`src/ihtr_pkg.sv`:
```
package ihtr_pkg;

  // Configuration register indexes.
  typedef enum logic [2:0] {
    CFG_TARGET_TEMP      = 3'd0,
    CFG_PWM_MAX          = 3'd1,
    CFG_PROP_GAIN        = 3'd2,
    CFG_CONTROL_MODE     = 3'd3,
    CFG_STABLE_ERR_LIMIT = 3'd4
  } cfg_index_t;

  localparam logic MODE_PROP = 1'b0;
  localparam logic MODE_PI   = 1'b1;

  // How an item is handled once the gates and the range check are applied.
  typedef enum logic [1:0] {
    KIND_OFF  = 2'd0,
    KIND_BAD  = 2'd1,
    KIND_PROP = 2'd2,
    KIND_PI   = 2'd3
  } kind_t;

  localparam logic [31:0]        PI_PERIOD_MS   = 32'd100;
  localparam logic [31:0]        DT_CAP_MS      = 32'd200;
  localparam logic [31:0]        WINDOW_MS      = 32'd2000;
  localparam logic [15:0]        PI_LIMIT_CAP   = 16'd200;
  localparam logic signed [21:0] PROP_PI_GAIN   = 22'sd20;
  localparam logic signed [17:0] CUTOFF_Q8      = 18'sd256;
  localparam logic signed [16:0] WINDOW_SPAN_Q8 = 17'sd128;
  localparam logic signed [16:0] TEMP_LOW_Q8    = -17'sd10240;
  localparam logic signed [16:0] TEMP_HIGH_Q8   = 17'sd15360;
  localparam logic signed [15:0] WIN_LOW_RESET  = 16'sd25600;
  localparam logic signed [15:0] WIN_HIGH_RESET = -16'sd25600;

  localparam logic [5:0]  TARGET_RESET = 6'd40;
  localparam logic [15:0] PWM_MAX_RESET = 16'd200;
  localparam logic [15:0] PROP_GAIN_RESET = 16'd256;
  localparam logic        MODE_RESET = MODE_PI;
  localparam logic [11:0] ERR_LIMIT_RESET = 12'd256;

  // Division of err * dt by 500 is a multiply by a scaled reciprocal of
  // 500 / dt followed by a right shift.
  localparam int          DT_DIV      = 500;
  localparam int          RECIP_SHIFT = 25;
  localparam int          DT_SPAN     = 100;
  localparam longint      RECIP_ROUND_L =
    ((longint'(DT_DIV - 1) << RECIP_SHIFT) + longint'(DT_DIV - 1)) / DT_DIV;
  localparam logic [39:0] RECIP_ROUND = 40'(RECIP_ROUND_L);

  typedef logic [23:0] recip_tab_t [0:DT_SPAN];

  function automatic recip_tab_t build_recip();
    recip_tab_t tab;
    longint     num;
    for (int i = 0; i <= DT_SPAN; i++) begin
      num    = longint'(i + 100) << RECIP_SHIFT;
      tab[i] = 24'((num + longint'(DT_DIV - 1)) / DT_DIV);
    end
    return tab;
  endfunction

  localparam recip_tab_t DT_RECIP = build_recip();

  typedef struct packed {
    logic signed [15:0] temp_q8;
    logic               temp_valid;
    logic [31:0]        now_ms;
    logic               store_writing;
    logic               heat_enable;
  } in_item_t;

  typedef struct packed {
    logic [15:0] heater_pwm;
    logic [23:0] drive_q8;
    logic        temp_settled;
    logic        heater_on;
  } out_item_t;

  typedef struct packed {
    logic [5:0]  target_temp;
    logic [15:0] pwm_max;
    logic [15:0] prop_gain;
    logic        control_mode;
    logic [11:0] stable_err_limit;
  } cfg_t;

  // Timestamps the first stage needs, after any pending update.
  typedef struct packed {
    logic [31:0] last_ms;
    logic [31:0] win_ms;
  } fwd_t;

  typedef struct packed {
    kind_t              kind;
    logic signed [15:0] temp;
    logic [31:0]        now;
    logic               stable_err;
    logic               due;
    logic               roll;
    logic               err_le0;
    logic               cutoff;
    logic signed [15:0] step;
    logic signed [21:0] prop;
    logic [15:0]        limit;
    logic [23:0]        drive_p;
  } prep_t;

endpackage

```
`src/ihtr_prep.sv`:
```
module ihtr_prep (
  input  ihtr_pkg::in_item_t item,
  input  ihtr_pkg::cfg_t     cfg,
  input  ihtr_pkg::fwd_t     fwd,
  output ihtr_pkg::prep_t    prep
);
  import ihtr_pkg::*;

  logic signed [16:0] target_q8;
  logic signed [16:0] temp_x;
  logic signed [16:0] err;
  logic [15:0]        err_abs;
  logic               err_neg;
  logic               in_range;
  kind_t              kind;
  logic [31:0]        el;
  logic [31:0]        wel;
  logic [6:0]         dt_idx;
  logic [23:0]        mult_b;
  logic [38:0]        prod;
  logic [39:0]        qsum;
  logic [14:0]        quot;
  logic [23:0]        dmax;
  logic [23:0]        dprop;
  logic [7:0]         lim_duty;
  logic signed [17:0] cut_level;

  assign target_q8 = signed'({3'b000, cfg.target_temp, 8'h00});
  assign temp_x    = {item.temp_q8[15], item.temp_q8};
  assign err       = target_q8 - temp_x;
  assign err_neg   = err[16];
  assign err_abs   = err_neg ? 16'(-err) : err[15:0];

  assign in_range = item.temp_valid && (temp_x >= TEMP_LOW_Q8) && (temp_x <= TEMP_HIGH_Q8);

  always_comb begin
    if (item.store_writing || !item.heat_enable) begin
      kind = KIND_OFF;
    end else if (!in_range) begin
      kind = KIND_BAD;
    end else if (cfg.control_mode == MODE_PROP) begin
      kind = KIND_PROP;
    end else begin
      kind = KIND_PI;
    end
  end

  assign el  = item.now_ms - fwd.last_ms;
  assign wel = item.now_ms - fwd.win_ms;

  always_comb begin
    if (el >= DT_CAP_MS) begin
      dt_idx = 7'(DT_SPAN);
    end else if (el >= PI_PERIOD_MS) begin
      dt_idx = 7'(el - PI_PERIOD_MS);
    end else begin
      dt_idx = '0;
    end
  end

  // One multiplier serves both modes: |err| times the reciprocal of 500/dt
  // for the PI step, or |err| times the gain for the proportional drive.
  assign mult_b = (cfg.control_mode == MODE_PI) ? DT_RECIP[dt_idx] : {8'h00, cfg.prop_gain};
  assign prod   = 39'(err_abs[14:0]) * 39'(mult_b);

  // A negative error rounds its magnitude up so the signed step floors.
  assign qsum = {1'b0, prod} + (err_neg ? RECIP_ROUND : 40'd0);
  assign quot = qsum[RECIP_SHIFT +: 15];

  assign dmax  = {cfg.pwm_max, 8'h00};
  assign dprop = prod[31:8];

  assign lim_duty  = (cfg.pwm_max < PI_LIMIT_CAP) ? cfg.pwm_max[7:0] : PI_LIMIT_CAP[7:0];
  assign cut_level = 18'(target_q8) + CUTOFF_Q8;

  always_comb begin
    prep.kind       = kind;
    prep.temp       = item.temp_q8;
    prep.now        = item.now_ms;
    prep.stable_err = err_abs <= {4'h0, cfg.stable_err_limit};
    prep.due        = (kind == KIND_PI) && (el >= PI_PERIOD_MS);
    prep.roll       = (kind == KIND_PI) && (wel >= WINDOW_MS);
    prep.err_le0    = err_neg || (err == 17'sd0);
    prep.cutoff     = 18'(temp_x) >= cut_level;
    prep.step       = err_neg ? -signed'({1'b0, quot}) : signed'({1'b0, quot});
    prep.prop       = 22'(err) * PROP_PI_GAIN;
    prep.limit      = {lim_duty, 8'h00};
    if (prep.err_le0) begin
      prep.drive_p = '0;
    end else if (dprop > dmax) begin
      prep.drive_p = dmax;
    end else begin
      prep.drive_p = dprop;
    end
  end

endmodule

```
`src/ihtr_ctrl.sv`:
```
module ihtr_ctrl (
  input  logic                clk,
  input  logic                rst_n,
  input  logic                fire,
  input  ihtr_pkg::prep_t     prep,
  output ihtr_pkg::fwd_t      state_ts,
  output ihtr_pkg::out_item_t result
);
  import ihtr_pkg::*;

  logic [31:0]        last_update_r, last_update_nxt;
  logic [31:0]        window_start_r, window_start_nxt;
  logic [15:0]        integral_r, integral_nxt;
  logic [23:0]        drive_hold_r, drive_hold_nxt;
  logic [15:0]        pwm_hold_r, pwm_hold_nxt;
  logic signed [15:0] window_low_r, window_low_nxt;
  logic signed [15:0] window_high_r, window_high_nxt;
  logic               slow_r, slow_nxt;

  logic signed [16:0] cand;
  logic [15:0]        cand_c;
  logic signed [21:0] lim22;
  logic signed [21:0] pc;
  logic signed [21:0] po;
  logic signed [21:0] sum;
  logic               take;
  logic [15:0]        int_pi;
  logic [15:0]        o;
  logic signed [15:0] lo_m;
  logic signed [15:0] hi_m;
  logic signed [16:0] span;
  logic               stable;

  assign lim22 = signed'({6'h00, prep.limit});
  assign cand  = signed'({1'b0, integral_r}) + 17'(prep.step);

  always_comb begin
    if (cand < 17'sd0) begin
      cand_c = '0;
    end else if (cand > signed'({1'b0, prep.limit})) begin
      cand_c = prep.limit;
    end else begin
      cand_c = cand[15:0];
    end
  end

  assign pc   = prep.prop + signed'({6'h00, cand_c});
  assign po   = prep.prop + signed'({6'h00, integral_r});
  assign take = prep.err_le0 || (pc < lim22);
  assign sum  = take ? pc : po;

  always_comb begin
    int_pi = take ? cand_c : integral_r;
    if (sum < 22'sd0) begin
      o = '0;
    end else if (sum > lim22) begin
      o = prep.limit;
    end else begin
      o = sum[15:0];
    end
    if (prep.cutoff) begin
      o      = '0;
      int_pi = '0;
    end
  end

  assign lo_m = (prep.temp < window_low_r) ? prep.temp : window_low_r;
  assign hi_m = (prep.temp > window_high_r) ? prep.temp : window_high_r;
  assign span = {hi_m[15], hi_m} - {lo_m[15], lo_m};

  always_comb begin
    last_update_nxt  = last_update_r;
    window_start_nxt = window_start_r;
    integral_nxt     = integral_r;
    drive_hold_nxt   = drive_hold_r;
    pwm_hold_nxt     = pwm_hold_r;
    window_low_nxt   = window_low_r;
    window_high_nxt  = window_high_r;
    slow_nxt         = slow_r;
    stable           = 1'b0;
    case (prep.kind)
      KIND_OFF: begin
        pwm_hold_nxt = '0;
      end
      KIND_BAD: begin
        pwm_hold_nxt   = '0;
        drive_hold_nxt = '0;
      end
      KIND_PROP: begin
        drive_hold_nxt = prep.drive_p;
        pwm_hold_nxt   = prep.drive_p[23:8];
        stable         = prep.stable_err;
      end
      KIND_PI: begin
        if (prep.due) begin
          last_update_nxt = prep.now;
          integral_nxt    = int_pi;
          drive_hold_nxt  = {8'h00, o};
          pwm_hold_nxt    = {8'h00, o[15:8]};
        end
        window_low_nxt  = lo_m;
        window_high_nxt = hi_m;
        if (prep.roll) begin
          slow_nxt         = span <= WINDOW_SPAN_Q8;
          window_low_nxt   = prep.temp;
          window_high_nxt  = prep.temp;
          window_start_nxt = prep.now;
        end
        stable = prep.stable_err && slow_nxt;
      end
      default: begin
        stable = 1'b0;
      end
    endcase
  end

  always_ff @(posedge clk) begin
    if (!rst_n) begin
      last_update_r  <= '0;
      window_start_r <= '0;
      integral_r     <= '0;
      drive_hold_r   <= '0;
      pwm_hold_r     <= '0;
      window_low_r   <= WIN_LOW_RESET;
      window_high_r  <= WIN_HIGH_RESET;
      slow_r         <= 1'b0;
    end else if (fire) begin
      last_update_r  <= last_update_nxt;
      window_start_r <= window_start_nxt;
      integral_r     <= integral_nxt;
      drive_hold_r   <= drive_hold_nxt;
      pwm_hold_r     <= pwm_hold_nxt;
      window_low_r   <= window_low_nxt;
      window_high_r  <= window_high_nxt;
      slow_r         <= slow_nxt;
    end
  end

  assign state_ts.last_ms = last_update_r;
  assign state_ts.win_ms  = window_start_r;

  assign result.heater_pwm   = pwm_hold_nxt;
  assign result.drive_q8     = drive_hold_nxt;
  assign result.temp_settled = stable;
  assign result.heater_on    = pwm_hold_nxt != 16'h0000;

endmodule

```
`src/imu_heater_temperature_regulator.sv`:
```
// Channel   Direction  Handshake              Payload
// in_       input      in_valid / in_stall    in_data  (temp, valid, time, gates)
// out_      output     out_valid / out_stall  out_data (duty, drive, stable, on)
// cfg_      input      cfg_valid / cfg_ready  cfg_index, cfg_data
//
// One item is taken every cycle while in_stall is low; a result passes through
// the input register, the pre-compute register and the result register before
// it is presented.
// The rate is set by the controller state update in the second stage; the
// first stage sees pending timestamp updates by forwarding from the
// pre-compute register.
// Reset (rst_n low at a clock edge) restores the register defaults and the
// controller state at once; there is no clearing pass.
// A stalled output holds its result while the stages behind it keep filling;
// in_stall rises only when all three stages hold an item.
module imu_heater_temperature_regulator (
  input  logic                clk,
  input  logic                rst_n,
  input  logic                in_valid,
  output logic                in_stall,
  input  ihtr_pkg::in_item_t  in_data,
  output logic                out_valid,
  input  logic                out_stall,
  output ihtr_pkg::out_item_t out_data,
  input  logic                cfg_valid,
  output logic                cfg_ready,
  input  logic [2:0]          cfg_index,
  input  logic [15:0]         cfg_data
);
  import ihtr_pkg::*;

  // Configuration registers. Writes must arrive only while the block is idle, a
  // rule on the user that the block does not enforce; they can be taken on every cycle.
  cfg_t cfg_r;

  always_ff @(posedge clk) begin
    if (!rst_n) begin
      cfg_r.target_temp      <= TARGET_RESET;
      cfg_r.pwm_max          <= PWM_MAX_RESET;
      cfg_r.prop_gain        <= PROP_GAIN_RESET;
      cfg_r.control_mode     <= MODE_RESET;
      cfg_r.stable_err_limit <= ERR_LIMIT_RESET;
    end else if (cfg_valid && cfg_ready) begin
      case (cfg_index)
        CFG_TARGET_TEMP:      cfg_r.target_temp      <= cfg_data[5:0];
        CFG_PWM_MAX:          cfg_r.pwm_max          <= cfg_data;
        CFG_PROP_GAIN:        cfg_r.prop_gain        <= cfg_data;
        CFG_CONTROL_MODE:     cfg_r.control_mode     <= cfg_data[0];
        CFG_STABLE_ERR_LIMIT: cfg_r.stable_err_limit <= cfg_data[11:0];
        default: begin
          cfg_r <= cfg_r;
        end
      endcase
    end
  end

  assign cfg_ready = 1'b1;

  // Three-register pipeline. Each stage moves forward when the next one is
  // empty or is itself moving on in the same cycle.
  logic      in_vld_r, in_vld_nxt;
  logic      mid_vld_r, mid_vld_nxt;
  logic      out_vld_r, out_vld_nxt;
  in_item_t  in_item_r;
  prep_t     mid_r;
  out_item_t out_item_r;

  logic      accept;
  logic      a_adv;
  logic      b_adv;
  fwd_t      state_ts;
  fwd_t      fwd_eff;
  prep_t     prep;
  out_item_t result;

  assign b_adv    = mid_vld_r && (!out_vld_r || !out_stall);
  assign a_adv    = in_vld_r && (!mid_vld_r || b_adv);
  assign in_stall = in_vld_r && !a_adv;
  assign accept   = in_valid && !in_stall;

  always_comb begin
    in_vld_nxt  = accept ? 1'b1 : (a_adv ? 1'b0 : in_vld_r);
    mid_vld_nxt = a_adv ? 1'b1 : (b_adv ? 1'b0 : mid_vld_r);
    out_vld_nxt = b_adv ? 1'b1 : (!out_stall ? 1'b0 : out_vld_r);
  end

  always_ff @(posedge clk) begin
    if (!rst_n) begin
      in_vld_r  <= 1'b0;
      mid_vld_r <= 1'b0;
      out_vld_r <= 1'b0;
    end else begin
      in_vld_r  <= in_vld_nxt;
      mid_vld_r <= mid_vld_nxt;
      out_vld_r <= out_vld_nxt;
    end
  end

  always_ff @(posedge clk) begin
    if (accept) begin
      in_item_r <= in_data;
    end
    if (a_adv) begin
      mid_r <= prep;
    end
    if (b_adv) begin
      out_item_r <= result;
    end
  end

  // The item waiting in the pre-compute register has not yet written its
  // timestamps into the controller state, so the first stage takes them
  // from that register when it is going to.
  always_comb begin
    fwd_eff = state_ts;
    if (mid_vld_r && mid_r.due) begin
      fwd_eff.last_ms = mid_r.now;
    end
    if (mid_vld_r && mid_r.roll) begin
      fwd_eff.win_ms = mid_r.now;
    end
  end

  // First stage: error, gating, elapsed times and the shared multiply.
  ihtr_prep u_prep (
    .item (in_item_r),
    .cfg  (cfg_r),
    .fwd  (fwd_eff),
    .prep (prep)
  );

  // Second stage: PI integration with anti-windup, holds and the stability
  // window; the state commits when the result is registered.
  ihtr_ctrl u_ctrl (
    .clk      (clk),
    .rst_n    (rst_n),
    .fire     (b_adv),
    .prep     (mid_r),
    .state_ts (state_ts),
    .result   (result)
  );

  assign out_valid = out_vld_r;
  assign out_data  = out_item_r;

  // The input side stalls only when every stage is full and the output waits.
  a_stall_full: assert property (@(posedge clk) disable iff (!rst_n)
    in_stall |-> (in_vld_r && mid_vld_r && out_vld_r && out_stall))
    else $error("input stalled with an empty pipeline stage");

  // A nonzero duty always comes from the drive it was cut from.
  a_duty_drive: assert property (@(posedge clk) disable iff (!rst_n)
    (out_valid && (out_data.heater_pwm != 16'h0000))
      |-> (out_data.heater_pwm == out_data.drive_q8[23:8]))
    else $error("heater duty does not match the drive value");

  // A result moved into the output register is presented next cycle.
  a_result_shown: assert property (@(posedge clk) disable iff (!rst_n)
    b_adv |=> (out_valid && (out_data == $past(result))))
    else $error("registered result lost or altered");

endmodule

```
`config.mk`:
```
export PLATFORM = sky130hd
export DESIGN_NAME = imu_heater_temperature_regulator
export DESIGN_NICKNAME = d
export VERILOG_FILES = /design/src/ihtr_pkg.sv /design/src/ihtr_prep.sv /design/src/ihtr_ctrl.sv /design/src/imu_heater_temperature_regulator.sv
export SDC_FILE = /design/constraint.sdc
export NUM_CORES = 2
export LEC_CHECK = 0
export BUFFER_PORTS_ARGS = -buffer_cell sky130_fd_sc_hd__buf_4
export CORE_MARGIN = 2
export CORE_UTILIZATION = 66
export CTS_CLUSTER_SIZE = 12
export DETAILED_ROUTE_END_ITERATION = 12
export GPL_TIMING_DRIVEN = 1
export PLACE_DENSITY = 0.95
export SLEW_MARGIN = 20
export SYNTH_ARGS = -nofsm -noshare
export SYNTH_HDL_FRONTEND = slang
export SYNTH_SLANG_ARGS = --single-unit
```
`constraint.sdc`:
```
create_clock -name clk -period 35.8 [get_ports clk]
set_clock_uncertainty 0.1 [all_clocks]
set_input_delay 1.79 -clock clk [delete_from_list [all_inputs] [get_ports clk]]
set_output_delay 1.79 -clock clk [all_outputs]
set_load 0.01 [all_outputs]
```
Word-level counts from Yosys, hierarchy flattened
Memory sizes are Yosys's and may differ from the RTL's. Cells that the tools add are included. W data, S select, Z words.

Bits in registers: 423. ROM bits: 3072. Output and inout port bits: 45. Word-level logic and storage cells: 161. Memories: 1.

Memories: (no name shown) (words 128, width 24, read ports 1, clocked after memory_dff 0, wr ports 0, line ihtr_prep.sv:63) `assign mult_b = (cfg.control_mode == MODE_PI) ? DT_RECIP[dt_idx] : {8'h00, cfg.prop_gain};`.

Add/subtract/negate cells: 12. Multipliers: 2. Order comparisons: 18. Eq/ne operators: 9. Mux-type cells: 39. Bitwise gates (word level): 1. Reduce and logical (&&, ||, !) cells: 40.

Operators by type and width (number): $mux W16 (13); $mux W24 (5); $pmux W24 S3 (1); $mux W32 (2); $sub A32 B32 Y32 (2); $pmux W16 S3 (1); $add A22 B17 Y22 (2); $add A39 B40 Y40 (1); $mul A15 B24 Y39 (1); $ge A32 B11 Y1 const B (1); $ge A32 B7 Y1 const B (1); $ge A32 B8 Y1 const B (1); $mux W25 (1); $gt A24 B24 Y1 (1); $gt A22 B17 Y1 (1); $lt A22 B1 Y1 const B (1); $lt A22 B17 Y1 (1); $mux W22 (1); $mul A17 B4 Y20 const B (1); $add A17 B16 Y17 (1); $gt A17 B17 Y1 (1); $le A17 B9 Y1 const B (1); $logic_not A17 Y1 (1); $lt A17 B1 Y1 const B (1); other kinds (37) (78).

Logic depth before layout (Yosys ltp)
Depth in word-level cells: 15. Gate-level depth with buffers: 67. Gate-level depth less buffers: 63.

Modules after synthesis
Synthesis repeated with hierarchy kept, for this count alone.

Cell total of the unflattened synthesis: 5319. Area total of the unflattened synthesis: 45509.9 sq um.

By module, submodules not included: ihtr_prep (instances 1, cells an instance 3212, area an instance 23586.4 sq um, seq. area each 0.0 sq um); ihtr_ctrl (instances 1, cells an instance 1600, area an instance 12239.2 sq um, seq. area each 3062.9 sq um); imu_heater_temperature_regulator (instances 1, cells an instance 507, area an instance 9684.3 sq um, seq. area each 7867.5 sq um).

Worst setup path after synthesis
OpenSTA, ideal clock, no wires.

Kind: reg2reg. Start: register mid_r[81] in the netlist's numbering. End: register mid_r[74] in the netlist's numbering, data pin. Library setup time: 273 ps. Data arrival time: 14593 ps. Required time: 35427 ps. Slack: 20834 ps. Stages on the path, launching flop included: 59. Buffers on the path: 8. Path through: edfxtp_1 -> clkbuf_1 -> nand2_1 -> buf_1 -> mux2_2 -> ha_1 -> fa_1 -> xnor2_1 -> inv_1 -> clkbuf_1 -> clkbuf_1 -> ha_1 -> a311o_1 -> o211ai_1 -> and2_1 -> nor2b_1 -> nand4b_2 -> buf_2 -> [23 not listed] -> a21boi_0 -> or2_2 -> xor2_1 -> ha_1 -> nand4_1 -> o211ai_1 -> a211oi_1 -> o21bai_1 -> and4bb_2 -> nand3_1 -> or4_1 -> clkbuf_1 -> or2_1 -> clkbuf_1 -> or4_1 -> o211ai_1 -> o21ai_1 -> xnor2_1.

RTL lines: start: declaration (line imu_heater_temperature_regulator.sv:65) `prep_t mid_r;`; start signal: assignment (line imu_heater_temperature_regulator.sv:104) `mid_r <= prep;`.

==> impl_results.md <==
* Vias in the first global route at ~40,000
* R2r setup slk at approximately 19 ns
* Crit end category: flop
* Count of final setup violators at 0
* Grt ovf at 0
* Outcome: completed
* Initial Util at about 67%
* Critical Path Max Stage Delay at 0.79 ns
* First-pass DRT Iterations at 7
* Relative max-transition margin at ~22%
* Yosys reg bits at roughly 420
* Final period util at about half
* Clock slew at reported path FFs at roughly 0.06 ns
* Nets at 5,737
* Dpl hpwl at around 100,000 um
* Final hold violation count at 0
* First-pass GRT wire length at ~220,000 um
* CTS tree: yes
* Commonest cells after routing, fill and taps aside: nand2_1, inv_1, ha_1
* Vias per inst at around 6.9
* Crit path DAT at approximately 17 ns
* Worst hold slack at 0.364 ns
* Final WL at approximately 140,000 um
* Worst Hold Launch: cfg_r[5]
* Fillers at 4,396
* Area of the core at 64,300 um2
* Worst-margin pin slew at around 1.2 ns
* Most used cell, CP: fa_1
* Post-synth top flop: edfxtp_1
* Multi-input gate area at between 20,000 and 30,000 um2
* Die area at 67,000 um2
* Number of I/O pins at between 100 and 150
* Unrepaired setup endpoints after global routing: false
* Initial antenna violation count at 6
* Net Count, Synth at 5,698
* Critical path class: reg -> reg
* Share of cells above drive strength 1 at roughly 7.6%
* GPL Wtd Cong at about 1.1
* Number of cell rows at slightly above 90
* DRC errors left at 0
* Die span in x at between 200 and 300 um
* Setup WS pre-CTS at 19.21 ns
* Final Slew Violations at 0
* Slowest CP cell: a311oi_1
* Worst reg-to-reg path cell count at 52
* Crit path required time at 36.02 ns
* Hold path depth at 2
* GRT Util Overall at approximately 42%
* Starting DRT DRC Count at about 5,800
* Yosys top cell area share at between 15 and 20%
* Synth area leader: edfxtp_1
* Seq/Total Area, Yosys at 24.7%
* Yosys warning count at 0
* Clock Latency Late Sink at between 0.6 and 0.7 ns
* Num CTS Buffers at between 40 and 50
* Largest net degree at the start of global routing at 92
* WHS Endpoint: cfg_r[5]
* Area delta synth->final at 7.73%
* FFs w/ async S/R, synth at 0%
* Post-CTS sizing at 0
* Max-Cap Viols at 0
* Sum Neg Setup Slack at 0 ns
* Antenna Nets Post-Route at 0
* Maximum buffer depth of the clock tree at 3
* Hold Crit Class: reg -> reg
* CP Max Fanout at 31
* Post-synth EDFFs at between 200 and 250
* CTS Hold Bufs at 0
* Critical Path Start Type: flop
* Input/output buffers at ~120
* # Post-CTS Setup Buffers at 0
* Via count at between 40,000 and 50,000
* Synth cell types at around 120
* Highest clock rate at around 0.058 GHz
* Die Y at about 260 um
* Minimum clock period at roughly 17 ns
* Clk Tree Root Cell: clkbuf_16
* Reg-to-reg endpoint: mid_r[74]
* CTS Sinks at between 400 and 500
* Sequential cell area at about 11,000 um2
* Final worst slack at 18.61 ns
* Avg Cell Area, Syn at 8.66 um2
* Commonest non-fill, non-tap cell in the layout: nand2_1
* Area contributors post-synth: edfxtp_1, fa_1, ha_1
* Reg2reg start: mid_r[81]
* Synth Cell Area at roughly 43,000 um2
* Average wire per standard cell at about 24 um
* H-tree Lvls at 2
* Mapped Cells at between 4,000 and 5,000
critical path: cells and delay by family, from the launching register on:
family                   cells  cell delay (ns)
AND/OR/NAND/NOR             17             5.23
multiplexers                 1             0.27
flip-flops                   1             0.51
AO/OA/AOI/OAI               18             4.79
buffers and inverters        4             1.04
adder cells (fa/ha/maj)     10             4.57
XOR/XNOR                     2             0.33
per-stage QoR:
stage,utilization [%],instance area [um2],instances
2_1_floorplan,-,42800,4944
3_3_place_gp,69.4,44600,5789
3_5_place_dp,69.4,44600,5789
4_1_cts,71.7,46100,5877
5_1_grt,71.7,46100,5881
6_report,71.7,46100,5881
kinds of logic after synthesis:
| logic type | count (synthesis) | synth area share [%] |
|---|---|---|
| mux | 141 | 3.37 |
| buf+inv | 668 | 6.06 |
| compound gates | 1168 | 18.6 |
| fa+ha+maj | 679 | 24.9 |
| other cells | 1 | 0.00875 |
| simple gates | 1683 | 18.6 |
| flops | 422 | 24.7 |
| xor+xnor | 182 | 3.72 |
how the worst max path moves through the flow:
| stage | start | end | slack (ns) | depth (start not counted) |
|---|---|---|---|---|
| 6_report | mid_r[81] | mid_r[74] | 18.61 | 52 |
| 5_1_grt | mid_r[81] | mid_r[74] | 17.79 | 52 |
| 4_1_cts | mid_r[81] | mid_r[74] | 19.11 | 52 |
| 3_5_place_dp | mid_r[81] | mid_r[74] | 19.21 | 52 |
| 3_3_place_gp | mid_r[81] | mid_r[74] | 19.63 | 52 |
| 2_1_floorplan | mid_r[81] | mid_r[74] | 20.83 | 58 |
cells in the mapped netlist (13+ instances only):
cell,count
o21ai_1,24
nand2_1,672
nand3_1,95
o21ai_0,184
fa_1,290
and2_1,83
nor3_1,94
nor2_1,354
and3_1,28
a211o_1,17
a21oi_1,269
buf_2,28
o211ai_1,43
a22oi_1,30
a22o_1,17
nand2b_1,51
o21a_1,49
or3_1,29
clkbuf_1,153
inv_1,453
nor2b_1,87
xor2_1,57
o21bai_1,28
o31ai_1,17
mux2i_1,125
dfxtp_1,207
edfxtp_1,215
ha_1,389
a21o_1,83
or4_1,18
or2_2,16
buf_1,18
o211a_1,16
o22ai_1,18
a211oi_1,34
nand4_1,44
o311ai_0,13
a31oi_1,42
a2111oi_0,17
xnor2_1,125
nor3b_1,24
nor4_1,25
a21boi_0,128
flip-flops by register name, summed over array words and instances (netlist names), 16 cells and up:
name	count
cfg_r	51
in_item_r	51
mid_r	122
out_data	42
u_ctrl.drive_hold_r	24
u_ctrl.integral_r	16
u_ctrl.last_update_r	32
u_ctrl.pwm_hold_r	16
u_ctrl.window_high_r	16
u_ctrl.window_low_r	16
u_ctrl.window_start_r	32
metal layers:
metal | wire, um | track usage, % | vias up
met5 | 13 | 0 | -
met4 | 10700 | 26.1 | 2
met3 | 18600 | 10.9 | 870
met2 | 61900 | 65.7 | 3157
met1 | 51700 | 53.3 | 18900
li1 | - | - | 17300
layout make-up:
class	count	share of cell area (%)
inverters	458	3.73
clock buffers	69	2.88
well taps	855	2.32
clock inverters	19	0.361
flip-flops and latches	422	23.0
diodes	4	0.0217
multi-input cells	3854	64.5
repair buffers	200	3.25
Power is left out: the tool's default activity adds up to more than one toggle a clock period on the data nets, which glitch-free logic cannot reach.
